$ cat src/design/nbm_pkg.sv
// Shared types and constants for the NTT base-multiply accumulator.
// Used by nbm_lane, nbm_reduce and the top level; depends on nothing.
package nbm_pkg;

    localparam int unsigned X_W    = 14;   // first polynomial coefficient width
    localparam int unsigned Y_W    = 13;   // second polynomial coefficient width
    localparam int unsigned PROD_W = X_W + Y_W;
    localparam int unsigned TERM_W = PROD_W + 1;
    localparam int unsigned SUM_W  = 32;
    localparam int unsigned OUT_W  = 14;
    localparam int unsigned HALF_W = 16;   // Montgomery radix is 2^16

    localparam int unsigned S_DATA_W = 136;
    localparam int unsigned M_DATA_W = 56;

    // q^-1 mod 2^16 and the modulus itself
    localparam logic [HALF_W-1:0] MONT_QINV = 16'd62209;
    localparam logic signed [12:0] MONT_Q    = 13'sd3329;

    // Pipeline control seen by every lane
    typedef struct packed {
        logic adv;    // whole pipeline moves on this cycle
        logic acc;    // product stage holds a request to accumulate
        logic last;   // that request closes the run
    } t_lane_ctl;

endpackage

$ cat src/design/nbm_reduce.sv
// Two-stage 16-bit Montgomery reduction (q = 3329) of one 32-bit sum.
// Depends on nbm_pkg for the constants.
module nbm_reduce
    import nbm_pkg::*;
(
    input  logic                    i_clk,
    input  logic                    i_en_a,
    input  logic                    i_en_b,
    input  logic [SUM_W-1:0]        i_sum,
    output logic signed [OUT_W-1:0] o_res
);

    logic [HALF_W-1:0]        w_lo;
    logic signed [HALF_W-1:0] r_t;
    logic signed [SUM_W-1:0]  r_a;
    logic signed [28:0]       w_tq;
    logic signed [33:0]       w_diff;
    logic signed [OUT_W-1:0]  r_res;

    assign w_lo = HALF_W'(i_sum[HALF_W-1:0] * MONT_QINV);

    always_ff @(posedge i_clk) begin
        if (i_en_a) begin
            r_t <= signed'(w_lo);
            r_a <= signed'(i_sum);
        end
    end

    // a - t*q is a multiple of 2^16, so the shift is exact.
    assign w_tq   = 29'(r_t) * 29'(MONT_Q);
    assign w_diff = 34'(r_a) - 34'(w_tq);

    always_ff @(posedge i_clk) begin
        if (i_en_b) begin
            r_res <= w_diff[HALF_W+OUT_W-1:HALF_W];
        end
    end

    assign o_res = r_res;

endmodule

$ cat config.mk
export PLATFORM = sky130hd
export DESIGN_NAME = nbm_reduce
export DESIGN_NICKNAME = d
export VERILOG_FILES = /design/src/design/nbm_pkg.sv /design/src/design/nbm_reduce.sv
export SDC_FILE = /design/constraint.sdc
export NUM_CORES = 1
export LEC_CHECK = 0
export BUFFER_PORTS_ARGS = -buffer_cell sky130_fd_sc_hd__buf_4
export CORE_MARGIN = 8
export CORE_UTILIZATION = 57
export CTS_BUF_LIST = sky130_fd_sc_hd__clkbuf_2 sky130_fd_sc_hd__clkbuf_4 sky130_fd_sc_hd__clkbuf_8
export DETAILED_ROUTE_END_ITERATION = 6
export GPL_TIMING_DRIVEN = 0
export HOLD_SLACK_MARGIN = 0.08
export PLACE_DENSITY_LB_ADDON = 0.08
export SYNTH_ARGS = -nofsm -noshare
export SYNTH_HDL_FRONTEND = slang
export SYNTH_SLANG_ARGS = --single-unit
$ cat constraint.sdc
create_clock -name i_clk -period 4.8 [get_ports i_clk]
set_clock_uncertainty 0.1 [all_clocks]
set_input_delay 0 -clock i_clk [delete_from_list [all_inputs] [get_ports i_clk]]
set_output_delay 0 -clock i_clk [all_outputs]
set_load 0.03 [all_outputs]
== Yosys cells after proc, flatten, opt, wreduce, memory -nomap -nowiden ==
Index checks and enable logic that the tools add are counted.

* Flip-flop bits (word level): 60
* Output and inout port bits: 14

* Add/sub/neg operators: 1
* Multiply operators: 2

{| class="wikitable"
|+ Operator list
! kind !! count
|-
| subtractor 30 x 29 -> 30 bit || 1
|-
| multiplier 16 x 13 -> 29 bit (second input constant) || 1
|-
| multiplier 16 x 13 -> 16 bit (second input constant) || 1
|}

== Longest topological paths before layout ==
* Depth after elaboration: 2
* Gate-level depth with buffers: 19
* Mapped depth without buffers: 19

== Worst setup path after synthesis ==
OpenSTA, ideal clock, no wires.

* Kind: reg2reg
* Start point: register r_t[3]
* End point: register r_res[12], in the netlist o_res[12], data pin
* Library setup time: 269 ps
* Arrival time: 4799 ps
* Data required time: 4431 ps
* Path slack: -368 ps
* Cell stages (with the launch flop): 18
* Clock period less this slack: 5168 ps
* Path through: edfxtp_1 > ha_1 > ha_1 > inv_1 > fa_1 > fa_1 > inv_1 > ha_1 > fa_1 > inv_1 > ha_1 > and4_4 > a221o_1 > nor3_2 > a21boi_2 > a2111oi_4 > o31ai_1 > xor2_1

* Longest elaborated chain between the ends: 2

{| class="wikitable"
|+ Ends and longest elaborated chain
! item !! RTL line !! RTL
|-
| from (decl) || nbm_reduce.sv:14 || <nowiki>logic signed [HALF_W-1:0] r_t;</nowiki>
|-
| from (signal assigned) || nbm_reduce.sv:24 || <nowiki>r_t <= signed'(w_lo);</nowiki>
|-
| multiplier 16 x 13 -> 29 bit || nbm_reduce.sv:30 || <nowiki>assign w_tq = 29'(r_t) * 29'(MONT_Q);</nowiki>
|-
| subtractor 30 x 29 -> 30 bit || nbm_reduce.sv:31 || <nowiki>assign w_diff = 34'(r_a) - 34'(w_tq);</nowiki>
|-
| via w_diff[28] || nbm_reduce.sv:17 || <nowiki>logic signed [33:0] w_diff;</nowiki>
|-
| to (signal assigned) || nbm_reduce.sv:35 || <nowiki>r_res <= w_diff[HALF_W+OUT_W-1:HALF_W];</nowiki>
|-
| to (decl) || nbm_reduce.sv:18 || <nowiki>logic signed [OUT_W-1:0] r_res;</nowiki>
|}

The timed path passes the listed nets, and every way through them passes these cells.
A chain may end at the register's enable or synchronous reset.

== Final worst setup path ==
* Start point: register r_t[11]
* End point: register r_res[12], in the netlist o_res[12], data pin

The elaborated chain is that of the path after synthesis.

==> results by group <==
Run status
  – Status: finished, violations left
  – Failing checks: negative setup slack

Synthesis
  – Post-Synthesis Cells: 524
  – Yosys reg bits: 52
  – Post-Syn Area: 0.00582 sq mm
  – Seq/Total Area, Yosys: 26.8%
  – Top_reg_cell synth: edfxtp_1
  – EDFF count, synth: 52
  – Cell taking the most area after synthesis: ha_1
  – Mean Syn Cell Area: 11.1 sq um
  – Post-synthesis async set-or-reset flop share: 0%
  – Synth unique cells: 36
  – Synth top area share: 30.5%
  – Top area cells in the synthesized netlist: ha_1, edfxtp_1, fa_1
  – Yosys Warn Count: 0
  – Syn_nets: 755

Timing
  – Final hold vios: 0
  – Slew @ Worst Pin: 0.545 ns
  – Setup WS post-layout: -0.324 ns
  – Fin crit period: 5.12 ns
  – Setup violators final: 9
  – Slew headroom: 63.7%
  – Period utilization: 107%
  – RSZ-0062 raised after global routing: true
  – Fin. max-slew vios: 0
  – Total negative slack: -1.56 ns
  – Max Fclk: 195 MHz
  – Min Hold Slack: 0.0991 ns

Floorplan
  – Std-Cell Rows: 37
  – Io pins: 49
  – Die Span X: 117 um
  – Core area: 0.0101 sq mm
  – Die Span Y: 117 um
  – Starting density of the core: 57.4%
  – Die Area: 0.0137 sq mm

GRT
  – Vias in the first global route: 4,143
  – Largest net degree at the start of global routing: 39
  – Grt met3 use: 2.46%
  – Gr ovfl total: 0
  – Initial antenna violation count: 0
  – M1 GR Usage: 19.7%
  – GR Util All Layers: 17.5%
  – First-pass GRT wire length: 18,300 um
  – Met2 usage in global routing: 32.8%
  – GR peak layer: met2

Cells and area
  – Area delta synth->final: 21.6%
  – Layout net count: 863
  – Antenna Cells: 0
  – Most common cell after layout, fill and taps aside: inv_1
  – Fill cells: 766
  – Commonest cells after routing, fill and taps aside: inv_1, ha_1, buf_4, fa_1, edfxtp_1
  – Final instance area: 0.00708 sq mm
  – Fraction of layout cells with a size suffix above 1: 18.5%

Worst hold path
  – Worst Hold Class: input pin to flop

Critical path
  – CP max FO: 5
  – Arrival @ worst endpoint: 5.09 ns
  – Worst Path Required: 4.76 ns
  – Kind of critical path: flop to flop
  – Critical Path End Type: flop
  – Startpoint Class: flop

Routing
  – Routed WL: 10,700 um
  – Initial detailed-routing violation count: 64
  – Post-route ant nets: 0
  – Drt wl/cell: 13.9 um
  – Post-route DRC: 0
  – Total number of vias: 3,718
  – Drt pass-1 iters: 4
  – DR vias/cell: 4.84

Place
  – PortBufs: 46
  – Routability Congestion: 0.791
  – Area post-placement: 0.00640 sq mm
  – Worst slack at placement: -0.783 ns
  – DPL Wire Length: 8420 um

CTS
  – Worst-path clk slew: 0.10 ns
  – CTS tree: done
  – Clock sink total: 52
  – H-tree depth: 2
  – Clock Tree Root: clkbuf_8
  – TritonCTS Buffers: 5
  – Clock Latency Late Sink: 0.31 ns
  – Clock Path Buffers: 2

Job
  – Max_cap viols: 0
==> flip-flops by register name, summed over array words and instances, names as in the netlist <==
register and flops:
r_t 16, r_a 22, o_res 14
==> metal layers <==
metal / part of all wire (%) / up-vias
li1: - / 1860
met1: 43 / 1804
met2: 52 / 41
met3: 2.4 / 13
met4: 2.4 / 0
met5: 0 / -
==> synthesized netlist by cell type, types with 2 or more instances <==
library cell and instances:
a21o_1 6, fa_1 54, xnor2_1 21, o21a_1 2, a21oi_1 10, nor2_1 9, nand3_1 3, inv_1 177
a211oi_2 2, nand2_1 7, xor2_1 13, nor3_1 2, ha_1 142, nand4_1 2, edfxtp_1 52, o21ai_0 2
==> critical path, stage by stage, from the launching register on <==
cell and delay [ns]:
edfxtp_1 0.45, buf_4 0.18, ha_1 0.28, ha_1 0.28, inv_1 0.05, fa_1 0.53, inv_1 0.06, fa_1 0.44
ha_1 0.32, fa_1 0.54, inv_1 0.07, ha_4 0.27, a21o_1 0.17, a21oi_1 0.17, and2b_2 0.27, a2111oi_4 0.39
o31ai_2 0.13, xor2_1 0.15
==> cell families (layout without fill, tap and decap cells) <==
group | Yosys count | in the layout | synth area share [%]
adder cells (fa/ha/maj) | 196 | 196 | 49.1
buffers and inverters | 177 | 285 | 11.4
flip-flops | 52 | 52 | 26.8
AO/OA/AOI/OAI | 34 | 34 | 4.66
XOR/XNOR | 34 | 34 | 5.12
AND/OR/NAND/NOR | 29 | 29 | 2.52
multiplexers | 2 | 2 | 0.365
==> repair_timing <==
| item | CTS | global route |
|---|---|---|
| buffers inserted | 22 | 2 |
| resized for setup | 23 | 2 |
| hold endpoints to repair | 46 | 0 |
| pin swaps | 26 | 2 |
| endpoints found under the setup margin | 12 | 11 |
| hold buffers | 31 | 0 |
==> metrics by stage <==
| step | instances | util [%] |
|---|---|---|
| 3_5_place_dp | 706 | 63.1 |
| 6_report | 768 | 69.8 |
| 3_3_place_gp | 706 | 63.1 |
| 5_1_grt | 768 | 69.8 |
| 4_1_cts | 766 | 69.6 |
| 2_1_floorplan | 524 | - |
==> final cells by class <==
class	count	area, sq um	share of cell area (%)
multi-input combinational	295	3760	53.1
sequential	52	1560	22.1
timing repair buffer	101	843	11.9
tap	136	170	2.40
inverter	177	664	9.38
clock inverter	1	5.00	0.0707
clock buffer	6	76.3	1.08
==> final timing paths <==
kind	to	depth (start not counted)	slack, ns	from
worst min-delay path	r_a[14]$_DFFE_PP_	1	0.1	i_en_a
worst max register to register	o_res[12]$_DFFE_PP_	17	-0.32	r_t[11]$_DFFE_PP_
worst min register to register	o_res[13]$_DFFE_PP_	4	0.83	r_a[29]$_DFFE_PP_
worst max-delay path	o_res[12]$_DFFE_PP_	17	-0.32	r_t[11]$_DFFE_PP_
Power is not shown: default switching activity piles up to over one toggle a cycle in this logic, so the estimate is an artifact.
