===== config.mk =====
export PLATFORM = sky130hd
export DESIGN_NAME = nbm_lane
export DESIGN_NICKNAME = d
export VERILOG_FILES = /design/src/design/nbm_pkg.sv /design/src/design/nbm_lane.sv
export SDC_FILE = /design/constraint.sdc
export NUM_CORES = 1
export LEC_CHECK = 0
export BUFFER_PORTS_ARGS = -buffer_cell sky130_fd_sc_hd__buf_4
export CAP_MARGIN = 20
export CORE_ASPECT_RATIO = 2
export CORE_MARGIN = 10
export CORE_UTILIZATION = 56
export CTS_BUF_LIST = sky130_fd_sc_hd__clkbuf_8
export DETAILED_ROUTE_END_ITERATION = 10
export HOLD_SLACK_MARGIN = 0.03
export PLACE_DENSITY = 0.74
export SYNTH_ARGS = -nofsm -noshare
export SYNTH_HDL_FRONTEND = slang
export SYNTH_SLANG_ARGS = --single-unit
export TNS_END_PERCENT = 10

===== constraint.sdc =====
create_clock -name i_clk -period 6.2 [get_ports i_clk]
set_clock_uncertainty 0.2 [all_clocks]
set_input_delay 0.62 -clock i_clk [delete_from_list [all_inputs] [get_ports i_clk]]
set_output_delay 0.62 -clock i_clk [all_outputs]
set_load 0.03 [all_outputs]

===== src/design/nbm_pkg.sv =====
// Shared types and constants for the NTT base-multiply accumulator.
// Used by nbm_lane, nbm_reduce and the top level; depends on nothing.
package nbm_pkg;

    localparam int unsigned X_W    = 14;   // first polynomial coefficient width
    localparam int unsigned Y_W    = 13;   // second polynomial coefficient width
    localparam int unsigned PROD_W = X_W + Y_W;
    localparam int unsigned TERM_W = PROD_W + 1;
    localparam int unsigned SUM_W  = 32;
    localparam int unsigned OUT_W  = 14;
    localparam int unsigned HALF_W = 16;   // Montgomery radix is 2^16

    localparam int unsigned S_DATA_W = 136;
    localparam int unsigned M_DATA_W = 56;

    // q^-1 mod 2^16 and the modulus itself
    localparam logic [HALF_W-1:0] MONT_QINV = 16'd62209;
    localparam logic signed [12:0] MONT_Q    = 13'sd3329;

    // Pipeline control seen by every lane
    typedef struct packed {
        logic adv;    // whole pipeline moves on this cycle
        logic acc;    // product stage holds a request to accumulate
        logic last;   // that request closes the run
    } t_lane_ctl;

endpackage


===== src/design/nbm_lane.sv =====
// One accumulation lane: two products, combined by add or subtract, summed over a run.
// Depends on nbm_pkg for widths and the control struct.
module nbm_lane
    import nbm_pkg::*;
(
    input  logic                    i_clk,
    input  logic                    i_rst_n,
    input  t_lane_ctl               i_ctl,
    input  logic                    i_neg,
    input  logic signed [X_W-1:0]   i_a,
    input  logic signed [Y_W-1:0]   i_b,
    input  logic signed [X_W-1:0]   i_c,
    input  logic signed [Y_W-1:0]   i_d,
    output logic [SUM_W-1:0]        o_total
);

    logic signed [PROD_W-1:0] r_pa;
    logic signed [PROD_W-1:0] r_pc;
    logic                     r_neg;
    logic signed [TERM_W-1:0] n_term;
    logic [SUM_W-1:0]         r_sum;
    logic [SUM_W-1:0]         n_sum;
    logic [SUM_W-1:0]         r_total;

    // Product registers hold payload only.
    always_ff @(posedge i_clk) begin
        if (i_ctl.adv) begin
            r_pa  <= i_a * i_b;
            r_pc  <= i_c * i_d;
            r_neg <= i_neg;
        end
    end

    always_comb begin
        if (r_neg) begin
            n_term = TERM_W'(r_pa) - TERM_W'(r_pc);
        end else begin
            n_term = TERM_W'(r_pa) + TERM_W'(r_pc);
        end
        n_sum = r_sum + SUM_W'(n_term);
    end

    // The running sum wraps modulo 2^32 and clears once a run closes.
    always_ff @(posedge i_clk) begin
        if (!i_rst_n) begin
            r_sum <= '0;
        end else if (i_ctl.adv && i_ctl.acc) begin
            r_sum <= i_ctl.last ? '0 : n_sum;
        end
    end

    always_ff @(posedge i_clk) begin
        if (i_ctl.adv && i_ctl.acc && i_ctl.last) begin
            r_total <= n_sum;
        end
    end

    assign o_total = r_total;

endmodule


After elaboration in Yosys (flattened, before gate mapping)
Cells that the tools add are included.
- logic and storage cells: 14
- bits in writable memories: 0
- bits in latches: 0
- output and inout bits: 32
- bits of input ports: 60
- memories kept: 0
- bits in registers: 119
- bits in read-only memories: 0
- equality and inequality tests: 0
- bitwise gates (word level): 0
- order comparisons: 0
- multiplexer cells: 2
- $mul: 2
- add/subtract/negate cells: 3
- shift operators: 0
- div/mod/pow operators: 0
- reduce and logical (&&, ||, !) cells: 2
- operator list (cell ; number):
    14-bit by 13-bit multiplier with 27-bit output ; 2
    32-bit adder ; 1
    32-bit 2-to-1 mux ; 1
    27-bit by 27-bit adder with 28-bit output ; 1
    28-bit 2-to-1 mux ; 1
    27-bit by 27-bit subtractor with 28-bit output ; 1
    1-bit logical AND ; 2

Longest topological paths before layout
- word-level depth: 4
- gate-level depth with buffers: 27
- mapped depth without buffers: 27

Least setup slack after synthesis
Ideal clock, no wire load.
- kind: input port to flip-flop
- from: input i_b[1]
- to: register r_pa[26], data pin
- arrival time: 5.810 ns
- stages: 21
- library setup time: 0.260 ns
- data required time: 5.740 ns
- path buffers: 1
- slack: -0.069 ns
- cells stage by stage: clkbuf_1 > nand2_1 > inv_1 > fa_1 > fa_1 > inv_1 > fa_1 > inv_1 > fa_1 > fa_1 > ha_1 > ha_1 > a21boi_0 > o21a_1 > nand3_1 > a211oi_1 > nor3_1 > a21oi_1 > a211o_1 > a21oi_1 > xnor2_1
- cells in the longest elaborated chain, start to end: 1
- ends and longest elaborated chain (item ; line ; RTL):
    start: declaration ; nbm_lane.sv:11 ; input logic signed [Y_W-1:0] i_b,
    14-bit by 13-bit multiplier with 27-bit output ; nbm_lane.sv:28 ; r_pa <= i_a * i_b;
    end signal: assignment ; nbm_lane.sv:28 ;
    end: declaration ; nbm_lane.sv:17 ; logic signed [PROD_W-1:0] r_pa;
No other way between the ends.
A chain may end at the register's enable or synchronous reset.

Final worst setup path
- from: register r_pc[9]
- to: register r_sum[31]
- cells in the longest elaborated chain, start to end: 4
- elaborated cells between the ends (all ways): 5
- classes of those cells: add/sub: 3; mux: 2
- ends and longest elaborated chain (item ; line ; RTL):
    start: declaration ; nbm_lane.sv:18 ; logic signed [PROD_W-1:0] r_pc;
    start signal: assignment ; nbm_lane.sv:29 ; r_pc <= i_c * i_d;
    27-bit by 27-bit adder with 28-bit output or 27-bit by 27-bit subtractor with 28-bit output (tied branches) ; nbm_lane.sv:38, nbm_lane.sv:36 ;
    28-bit 2-to-1 mux * ; nbm_lane.sv:35 ; if (r_neg) begin
    32-bit adder * ; nbm_lane.sv:40 ; n_sum = r_sum + SUM_W'(n_term);
    32-bit 2-to-1 mux * ; nbm_lane.sv:48 ; r_sum <= i_ctl.last ? '0 : n_sum;
    end signal: assignment ; nbm_lane.sv:48 ;
    end: declaration ; nbm_lane.sv:21 ; logic [SUM_W-1:0] r_sum;
Mark *: on every way between the ends. The rest lies on a longest branch, timed or not.

==> impl_metrics.py <==
metrics = {
    "run_status": {
        "outcome": "finished, final reports clean",
    },
    "yosys": {
        "syn-instance-count": 2147,
        "syn_area_per_cell_um2": 9.50,
        "syn_nets": 2753,
        "synth_cell_types": 69,
        "synth_seq_cells": 119,
        "yosys.area.top_type": "fa_1",
        "synth_compound_area_share_pct": 9.22,
        "async_reset_ff_share_pct": 0,
        "synthMuxAreaShare_pct": 0.0552,
        "synth_top_family_by_area": "adder cells",
        "synth_xor_area_share_pct": 5.90,
        "netlist_area_mm2": 0.0204,
        "synth_edf_count": 87,
        "synth.most_common_cell": "inv_1",
        "synthSimpleGateAreaFrac_pct": 14.0,
        "synth_flop_cell": "edfxtp_1",
        "synth_top_area_share_pct": 34.2,
        "yosys-top-cells-area": "fa_1 34%, edfxtp_1 13%, ha_1 12%",
        "post_synth_fa_ha_maj_area_fraction_pct": 46.3,
        "netlist_top_cells_count": "396 x inv_1, 348 x fa_1, 242 x nand2_1",
        "ys_seq_area_share_pct": 15.9,
        "yosys_warnings": 0,
    },
    "clocking": {
        "tritoncts": "done",
        "clkSinkCount": 119,
        "cts_buffers": 17,
        "htreeDepth": 4,
        "cts_buffer_depth": 2,
        "cts_hold_buf": 0,
        "clk_pin_slew_worst_paths_ns": 0.07,
        "clock_latency_ns": 0.48,
        "cts-root-buf": "clkbuf_8",
    },
    "routing": {
        "first_iter_violations": 661,
        "drtPass1Iterations": 5,
        "ant_nets": 0,
        "drc": 0,
        "via_per_inst": 5.52,
        "drt-total-wl_um": 52800,
        "routedWlPerCell_um": 18.3,
        "vias": 15913,
    },
    "timing": {
        "fin_crit_sh_pct": 97.9,
        "setup_viol": 0,
        "final_max_slew_viol_count": 0,
        "finalHoldViolations": 0,
        "tightest_slew_ns": 0.909,
        "fmax_mhz": 165,
        "rsz0062_at_grt": "yes",
        "fin_crit_ns": 6.07,
        "slew-limit-headroom_pct": 39.0,
    },
    "grt": {
        "grt.overflow.total": 0,
        "grt_antenna_before_repair": 1,
        "grt.total_usage_pct": 24.0,
        "grt_first_pass_wirelength_um": 86600,
        "grt_pass1_vias": 17942,
        "grt_max_degree": 57,
    },
    "worst_setup_path": {
        "start_kind": "flop",
        "cp-endpoint": "r_sum[31]",
        "crit_path_top_delay_cell": "or4_1",
        "crit_path_start": "r_pc[9]",
        "reg2reg_depth": 26,
        "crit_arrival_ns": 6.23,
        "r2r-start": "r_pc[9]",
        "path_max_fanout": 4,
        "max_stage_delay_ns": 0.47,
        "r2r_slack_ns": 0.13,
        "worstPathRequired_ns": 6.37,
        "crit_type": "flop to flop",
        "endpoint_kind": "flop",
        "rr_endpoint": "r_sum[31]",
    },
    "layout": {
        "final_util_pct": 66.1,
        "n_fill_cell": 2929,
        "layout.nets": 3023,
        "syn2layout_area_growth_pct": 16.3,
        "drive_gt1_share_pct": 16.6,
    },
    "worst_hold_path": {
        "worstHoldStart": "i_neg",
        "hold_path_class": "input port to flop",
    },
    "floorplanning": {
        "die_x_um": 155,
        "coreArea_mm2": 0.0359,
        "rows": 98,
        "die_y_um": 290,
        "dieArea_mm2": 0.0449,
        "io_pins": 92,
        "start_util_pct": 56.8,
    },
    "placed_design": {
        "hpwl_um": 46100,
        "port-buffer-count": 91,
        "gp_congestion": 1.02,
    },
    "flow_run": {
        "cap_violations": 0,
    },
}
## how the worst min path moves through the flow
stage,end,slack (ns),cells after the start
detailed placement,r_sum[28],0.30,1
floorplan,r_sum[0],0.26,2
global route,r_neg,0.11,1
global placement,r_sum[0],0.28,2
CTS,r_neg,0.11,1
finish,r_neg,0.13,1
## worst max-delay path: cells and delay by family (launching register included)
family | cells | cell delay (ns)
AOI/OAI and AO/OA | 11 | 1.98
xor gates and xnor gates | 3 | 0.67
adders and majority gates | 2 | 0.65
buffers and inverters | 3 | 0.40
DFF | 1 | 0.42
and+or+nand+nor | 7 | 1.65
## area by class of cell
type | instances | area, um2 | share of cell area, %
inverter | 399 | 1500 | 6.31
sequential | 119 | 3250 | 13.7
antenna | 1 | 2.50 | 0.0105
clock inverter | 14 | 156 | 0.659
timing repair buffer | 316 | 2400 | 10.1
clock buffer | 18 | 248 | 1.04
multi-input combinational | 1564 | 15600 | 65.8
tap | 450 | 563 | 2.37
## layer usage
layer | global-route usage [%] | part of all wire [%] | wire length (um) | up-vias
met5 | 0 | 0 | 0 | -
met4 | 17.8 | 8.0 | 4210 | 0
met3 | 3.36 | 3.9 | 2040 | 228
met2 | 46.0 | 57 | 30000 | 478
met1 | 21.5 | 31 | 16600 | 7877
li1 | - | - | - | 7330
## state kept, by name, indices dropped and copies added, names as in the netlist
signal / flops
r_pa: 27
r_pc: 27
o_total: 32
r_neg: 1
r_sum: 32
## per-stage QoR
step	TNS (ns)	setup WS, ns	cell area [um2]	cells	hold slack, ns
final	0	0.133	23700	2881	0.131
after global routing	-0.183	-0.181	23700	2881	0.108
after CTS	0	0.0147	23500	2874	0.110
after detailed placement	-1.33	-0.313	23000	2832	0.300
after global placement	-0.496	-0.185	23000	2832	0.278
after floorplan	0	0.0201	20400	2147	0.263
## cell families (layout without fill, tap and decap cells)
logic type / Yosys count / after routing
AND/OR/NAND/NOR: 594 / 594
buffers and inverters: 464 / 747
AO/OA/AOI/OAI: 288 / 288
adder cells (fa/ha/maj): 546 / 546
XOR/XNOR: 135 / 135
flip-flops: 119 / 119
multiplexers: 1 / 1
other: 0 / 1
## layout by cell type (no fill, tap or decap), types with 4 or more instances in the layout
cell      netlist  final
o21bai_1       10     10
a21oi_1        91     84
o21ai_0        37     33
nand3_1        10     10
a32o_1          6      6
o21ai_1         6      8
xnor2_1       105    101
xor2_1         28     28
a21o_1         37     37
buf_4           0    312
nor2b_1        13     13
a211o_1         5      5
a22oi_1        23     23
clkinv_2        0      4
ha_1          198    195
edfxtp_1       87     87
o211ai_1        6      6
nor3_1         21     20
nor2_1        108    104
and2_1        137    138
a21oi_2         0      7
clkbuf_8        0     18
xnor2_2         1      5
o21a_1         12     12
nand2b_1       24     24
dfxtp_1        32     32
a211oi_1        7      6
nand2_1       242    242
inv_1         396    398
nand4_1         4      4
and3_1         13     11
fa_1          348    347
a31oi_1        15     13
## what timing repair did
action / CTS / global route
gates resized for setup: 10 / 40
setup endpoints to repair: 2 / 15
hold endpoints to repair: 0 / 0
pin swaps: 9 / 19
setup buffers: 10 / 6
Power is left out: the tool's default activity adds up to more than one toggle a clock period on the data nets, which glitch-free logic cannot reach.
